==> src/hdl/okss_pkg.sv <==
// shared types and constants for the ordered key set
`default_nettype none

package okss_pkg;

  localparam int KEY_BITS  = 12;
  localparam int DATA_BITS = 32;
  localparam int OP_BITS   = 3;

  // presence bitmap geometry: 64-bit words, one summary bit per word
  localparam int SCAN_W   = 64;
  localparam int POS_BITS = 6;
  localparam int WORD_AW  = (KEY_BITS > POS_BITS) ? KEY_BITS - POS_BITS : 1;
  localparam int SUM_AW   = (KEY_BITS > 2 * POS_BITS) ? KEY_BITS - 2 * POS_BITS : 1;
  localparam int WX       = SUM_AW + POS_BITS;
  localparam int EK       = SUM_AW + 2 * POS_BITS;

  localparam logic [OP_BITS-1:0] OP_INSERT = 3'd0;
  localparam logic [OP_BITS-1:0] OP_DELETE = 3'd1;
  localparam logic [OP_BITS-1:0] OP_MEMBER = 3'd2;
  localparam logic [OP_BITS-1:0] OP_MIN    = 3'd3;
  localparam logic [OP_BITS-1:0] OP_MAX    = 3'd4;
  localparam logic [OP_BITS-1:0] OP_SUCC   = 3'd5;
  localparam logic [OP_BITS-1:0] OP_PRED   = 3'd6;

  typedef struct packed {
    logic [OP_BITS-1:0]   op;
    logic [KEY_BITS-1:0]  key;
    logic [DATA_BITS-1:0] payload;
  } req_t;

  typedef struct packed {
    logic                 found;
    logic [KEY_BITS-1:0]  answer_key;
    logic [DATA_BITS-1:0] answer_data;
  } rsp_t;

  typedef struct packed {
    logic [SCAN_W-1:0]   word;
    logic [POS_BITS-1:0] pos;
    logic                down;
  } scan_req_t;

  typedef struct packed {
    logic                hit;
    logic [POS_BITS-1:0] idx;
  } scan_rsp_t;

endpackage

`default_nettype wire

==> src/hdl/okss_scan.sv <==
// shared bit scanner: nearest set bit at or above / at or below a position
`default_nettype none

module okss_scan import okss_pkg::*; (
  input  wire scan_req_t sreq,
  output scan_rsp_t      srsp
);

  logic [SCAN_W-1:0]   m;
  logic [POS_BITS-1:0] lo_idx;
  logic [POS_BITS-1:0] hi_idx;

  always_comb begin
    m      = '0;
    lo_idx = '0;
    hi_idx = '0;
    for (int i = 0; i < SCAN_W; i++) begin
      m[i] = sreq.word[i] && (sreq.down ? (POS_BITS'(i) <= sreq.pos)
                                        : (POS_BITS'(i) >= sreq.pos));
    end
    for (int j = SCAN_W - 1; j >= 0; j--) begin
      if (m[j]) lo_idx = POS_BITS'(j);
    end
    for (int j = 0; j < SCAN_W; j++) begin
      if (m[j]) hi_idx = POS_BITS'(j);
    end
  end

  assign srsp.hit = |m;
  assign srsp.idx = sreq.down ? hi_idx : lo_idx;

endmodule

`default_nettype wire

==> config.mk <==
export PLATFORM = sky130hd
export DESIGN_NAME = okss_scan
export DESIGN_NICKNAME = d
export VERILOG_FILES = /design/src/hdl/okss_pkg.sv /design/src/hdl/okss_scan.sv
export SDC_FILE = /design/constraint.sdc
export NUM_CORES = 1
export LEC_CHECK = 0
export BUFFER_PORTS_ARGS = -buffer_cell sky130_fd_sc_hd__buf_2
export CAP_MARGIN = 20
export CORE_UTILIZATION = 50
export DETAILED_ROUTE_END_ITERATION = 6
export PLACE_DENSITY_LB_ADDON = 0.05
export SYNTH_ARGS = -nofsm -noshare
export SYNTH_HDL_FRONTEND = slang
export SYNTH_SLANG_ARGS = --single-unit
==> constraint.sdc <==
create_clock -name vclk -period 4.55
set_clock_uncertainty 0.05 [all_clocks]
set_input_delay 0.6825 -clock vclk [all_inputs]
set_output_delay 0.6825 -clock vclk [all_outputs]
set_load 0.005 [all_outputs]
==> results of run 1 <==
[final timing paths]
check | startpoint | to | slack (ns) | cells after the start
worst min-delay path | sreq[7] | srsp[3] | 1.85 | 5
worst max-delay path | sreq[6] | srsp[1] | 0.19 | 12
[per-stage QoR]
step / setup slack, ns / area, µm² / utilization
after floorplan: 0.706 / 3610 / -
after global placement: 0.318 / 4120 / 0.600
after detailed placement: 0.226 / 4120 / 0.600
after CTS: 0.224 / 4120 / 0.600
after global routing: 0.0136 / 4130 / 0.601
final: 0.194 / 4130 / 0.601
[logic make-up (layout without fill, tap and decap cells)]
kind of cell	Yosys count	in the layout	share of synthesized area
compound gates	272	272	0.531
simple gates	254	254	0.373
buf+inv	68	120	0.0781
mux	4	4	0.0115
xor+xnor	3	3	0.00729
[Yosys cell counts, types with 14 or more instances]
cell	number	share of area
a21oi_1	45	0.062
buf_2	15	0.021
clkbuf_1	29	0.030
nand2_1	52	0.054
nand3_1	26	0.036
nor2_1	54	0.056
nor3_1	21	0.029
nor4_1	14	0.024
o211ai_1	14	0.029
o21a_1	14	0.029
o21ai_0	59	0.082
[layout make-up]
cell class / count / area, µm²
fillers: 707 / 2740
well taps: 96 / 120
multi-input cells: 533 / 3330
repair buffers: 106 / 626
inverters: 14 / 52.6
[power by group through the flow]
stage               logic (mW)  clock network, mW  registers, mW
floorplan                0.315                  0              0
global placement         0.465                  0              0
detailed placement       0.471                  0              0
CTS                      0.473                  0              0
global route             0.527                  0              0
finish                   0.492                  0              0
[cells in the final DEF, fill, tap and decap left out, types with 14 or more instances in the layout]
cell type / instances
buf_2: 78
o21ai_0: 59
nor2_1: 54
nand2_1: 52
a21oi_1: 45
nand3_1: 26
buf_4: 26
nor3_1: 20
o211ai_1: 14
o21a_1: 14
nor4_1: 14
[layer usage]
layer | part of all wire | track usage | up-vias
met5 | 0 | 0 | -
met4 | 0.062 | 0.242 | 0
met3 | 0.089 | 0.0246 | 75
met2 | 0.46 | 0.684 | 433
met1 | 0.39 | 0.550 | 2457
li1 | - | - | 2479
==> metrics.md, run 1 <==
| Metric | Value |
|---|---|
| Antenna Nets Post-Route | `0` |
| Synth Instances | `601` |
| Pint | `0.185 mW` |
| Critical Path Source Type | `input pin` |
| Cell at the slowest stage of the critical path | `a2111oi_1` |
| Clock Buffer Count | `0` |
| Max cap viols | `0` |
| GRT Total Usage | `0.421` |
| Post_cts resized | `0` |
| Ys Warns | `0` |
| Reg area | `0 µm²` |
| Worst min-delay path class | `in2out` |
| Req. time, crit path | `roughly 3.8 ns` |
| Layout area overhead | `14.5%` |
| Post-synthesis sequential area ratio | `0` |
| Final setup TNS | `0 ns` |
| Pin count of the biggest net entering global routing | `47` |
| Fmax | `~0.23 GHz` |
| Final nets | `between 700 and 800` |
| Hpwl dp | `12.6 mm` |
| Leakage | `1.59 nW` |
| Num sequential | `0` |
| Die Area | `7560 µm²` |
| Setup Crit Path Kind | `in2out` |
| IR drop worst, VDD | `around 0.056 mV` |
| Initial core utilization | `0.525` |
| Via count of the first global-routing pass | `4778` |
| Finished Layout Cells | `749` |
| Mapped Nets | `about 670` |
| Combinational share of power | `1.000` |
| Antenna violations before repair | `0` |
| Sw Pwr | `0.306 mW` |
| WL per Instance | `~21 µm` |
| Endpoints failing setup | `0` |
| Mapped Area | `3610 µm²` |
| Share of cells above drive strength 1 | `0.202` |
| Tcrit/Tclk final | `0.957` |
| Fin crit period | `4.36 ns` |
| Die height | `between 80 and 90 µm` |
| CP max stage delay | `0.53 ns` |
| Most frequent CP cell | `buf_2` |
| CP Capture Type | `primary output` |
| Synth unique cells | `77` |
| Cell Rows | `30` |
| Buffers on Ports | `78` |
| Mean area per synthesized cell | `6.00 µm²` |
| Vias | `5444` |
| Initial DRC Count | `903` |
| Max-slew headroom | `0.492` |
| Final hold violation count | `0` |
| Die width | `86.9 µm` |
| Worst-margin pin slew | `0.762 ns` |
| CP Cell Sequence | `buf_2 > buf_4 > a2111oi_1 > a21boi_0 > o221a_2 > a31o_2 > a21oi_1 > nor3b_1 > nor4b_1 > o31a_1 > o21ai_0 > buf_2` |
| Crit path buf inv count | `3` |
| Pwr per Cell Area | `119 nW/µm²` |
| Total Wirelength | `15.9 mm` |
| Placeable Area | `6870 µm²` |
| Max-slew violations | `0` |
| Drt via density | `7.27` |
| DRC | `0` |
| Cells after DPL | `749` |
| Critical Path Fanout Max | `25` |
| Sw frac | `0.623` |
| Overall power | `0.492 mW` |
| I/O Pins | `78` |
| Hold-fix buffers at CTS | `0` |
| Flop pwr share | `0` |
| # diodes | `0` |
| Worst Path Arrival | `3.62 ns` |
| RSZ-0062 raised after global routing | `no` |
| Total grt overflow | `0` |
| Largest delay contributor family on the critical path | `compound AO/OA/AOI/OAI gates` |
| Final GP Congestion | `1.05` |
| Initial DRT Pass Iterations | `5` |
| Hold Worst Slack | `1.85 ns` |
| Outcome | `complete, no violations` |
| First-pass GRT wire length | `24.9 mm` |
| Postcts setup bufs | `0` |
| Part of the power in the clock network | `0` |
Note: power is estimated with default switching activity, not from simulation.
==> inputs of run 2 (changes only) <==
- CORE_MARGIN: not set -> 10
==> metrics.md, run 2 (synthesis gave the netlist of run 1 again) <==
| Metric | Value |
|---|---|
| IR drop worst, VDD | `0.0746 mV (+34%)` |
| Via count of the first global-routing pass | `5008 (+4.8%)` |
| Hold depth | `5 (unchanged)` |
| Largest delay contributor family on the critical path | `compound AO/OA/AOI/OAI gates` |
| Buffers on Ports | `78 (unchanged)` |
| Leakage | `1.61 nW (+1.0%)` |
| Crit path buf inv count | `4 (+1)` |
| Total grt overflow | `0 (unchanged)` |
| Final hold violation count | `0 (unchanged)` |
| Max-slew violations | `0 (unchanged)` |
| Clock Buffer Count | `0 (unchanged)` |
| # diodes | `0 (unchanged)` |
| Num sequential | `0 (unchanged)` |
| Antenna violations before repair | `0 (unchanged)` |
| Cell Rows | `30 (unchanged)` |
| Worst-margin pin slew | `0.806 ns (+0.0436 ns)` |
| Die height | `105 µm (+21%)` |
| Total Wirelength | `16.7 mm (+4.7%)` |
| Overall power | `0.494 mW (+0.44%)` |
| Fill cells | `714 (+0.99%)` |
| Placeable Area | `6910 µm² (+0.55%)` |
| Hold Worst Slack | `1.83 ns (-0.0207 ns)` |
| Initial DRT Pass Iterations | `6 (+1)` |
| First-pass GRT wire length | `26.2 mm (+5.3%)` |
| Leading cell type in the layout, fill and taps excluded | `buf_2` |
| Max cap viols | `0 (unchanged)` |
| Pin count of the biggest net entering global routing | `61 (+30%)` |
| Drt via density | `7.30 (+0.48%)` |
| Postcts setup bufs | `0 (unchanged)` |
| Die Area | `11000 µm² (+46%)` |
| Max Used Layer | `met4` |
| Critical Path Fanout Max | `22 (-12%)` |
| Fmax | `0.229 GHz (-0.10%)` |
| Reg area | `0 µm² (unchanged)` |
| Metal-1 WL | `6.34 mm (+2.1%)` |
| Pwr per Cell Area | `119 nW/µm² (-0.49%)` |
| RSZ-0062 raised after global routing | `no` |
| Initial core utilization | `0.522 (-0.00285)` |
| Fin crit period | `4.36 ns (+0.00450 ns)` |
| Worst min-delay path class | `in2out` |
| CP Cell Sequence | `buf_2 > buf_4 > and3b_1 > a221oi_1 > o21ai_0 > buf_4 > nand3_1 > nor3_1 > a21oi_1 > o211ai_1 > a31oi_1 > a21oi_1 > buf_2` |
| Leading cell types in the layout, fill and taps excluded | `78 x buf_2, 58 x o21ai_0, 54 x nor2_1` |
| Worst Path Arrival | `3.63 ns (about the same)` |
| Max-slew headroom | `0.456 (-0.0359)` |
| DRC | `0 (unchanged)` |
| Initial DRC Count | `783 (-13%)` |
| GRT Total Usage | `0.281 (-0.139)` |
| Cell at the slowest stage of the critical path | `nor3_1` |
| Tcrit/Tclk final | `0.958 (+0.000989)` |
| CP Capture Type | `primary output` |
| Met3 routed WL | `1.75 mm (+23%)` |
| Critical Path Source Type | `input pin` |
| WL per Instance | `22.2 µm (+4.4%)` |
| Req. time, crit path | `3.82 ns (about the same)` |
| Finished Layout Cells | `751 (+0.27%)` |
| CP max stage delay | `0.48 ns (-0.05 ns)` |
| Layout area overhead | `15.5%` |
| Share of cells above drive strength 1 | `0.208 (+0.00549)` |
| Endpoints failing setup | `0 (unchanged)` |
| Met2 WL | `7.52 mm (+2.7%)` |
| WP depth | `13 (+1)` |
| Final nets | `728 (+0.28%)` |
| I/O Pins | `78 (unchanged)` |
| Die width | `105 µm (+21%)` |
| Cells after DPL | `751 (+0.27%)` |
| Vias | `5485 (+0.75%)` |
| Outcome | `complete, no violations` |
| Final GP Congestion | `1.09 (+4.0%)` |
| Final setup TNS | `0 ns (unchanged)` |
| Setup Crit Path Kind | `in2out` |
| Antenna Nets Post-Route | `0 (unchanged)` |
| Hpwl dp | `13.3 mm (+5.8%)` |
run 2: cell count changes in the layout (fill, tap and decap cells not counted):
cell      before  now
buf_12         2    3
nor3_1        20   21
nor3_2         1    0
nor4bb_2       0    1
o21ai_0       59   58
a221oi_2       0    1
nor4bb_1       1    0
o21ai_2        0    1
buf_4         26   27
a221oi_1       4    3
run 2: power breakdown:
group / switching (mW) / internal (mW) / leakage [nW]
clock network: 0 / 0 / 0
registers: 0 / 0 / 0
logic: 0.306 / 0.188 / 1.61
run 2: stage by stage:
step	instance area, µm²	util	setup WS (ns)
after global routing	4170	0.603	0.00866
after floorplan	3610	-	0.706
after CTS	4150	0.601	0.221
final	4170	0.603	0.190
after detailed placement	4150	0.601	0.235
after global placement	4150	0.601	0.175
run 2: cell type report:
class,count,area [µm²],area share
multi-input cells,533,3340,0.802
repair buffers,108,653,0.157
well taps,96,120,0.0288
inverters,14,52.6,0.0126
run 2: timing repair:
| action | CTS | global route |
|---|---|---|
| gates resized for setup | 0 | 4 |
| hold buffers | 0 | 0 |
| setup endpoints to repair | 0 | 5 |
run 2: path summary, 6_finish.rpt:
kind	start	end
max	sreq[6]	srsp[3]
min	sreq[7]	srsp[3]
run 2: tightest hold or removal path: stages:
cell and delay, ns:
buf_2 0.09, a211oi_1 0.10, a31oi_1 0.14, a21oi_1 0.05
buf_2 0.12
run 2: metal layers:
metal	global-route usage	vias up
li1	-	2491
met1	0.339	2482
met2	0.474	425
met3	0.0393	87
met4	0.145	0
met5	0	-
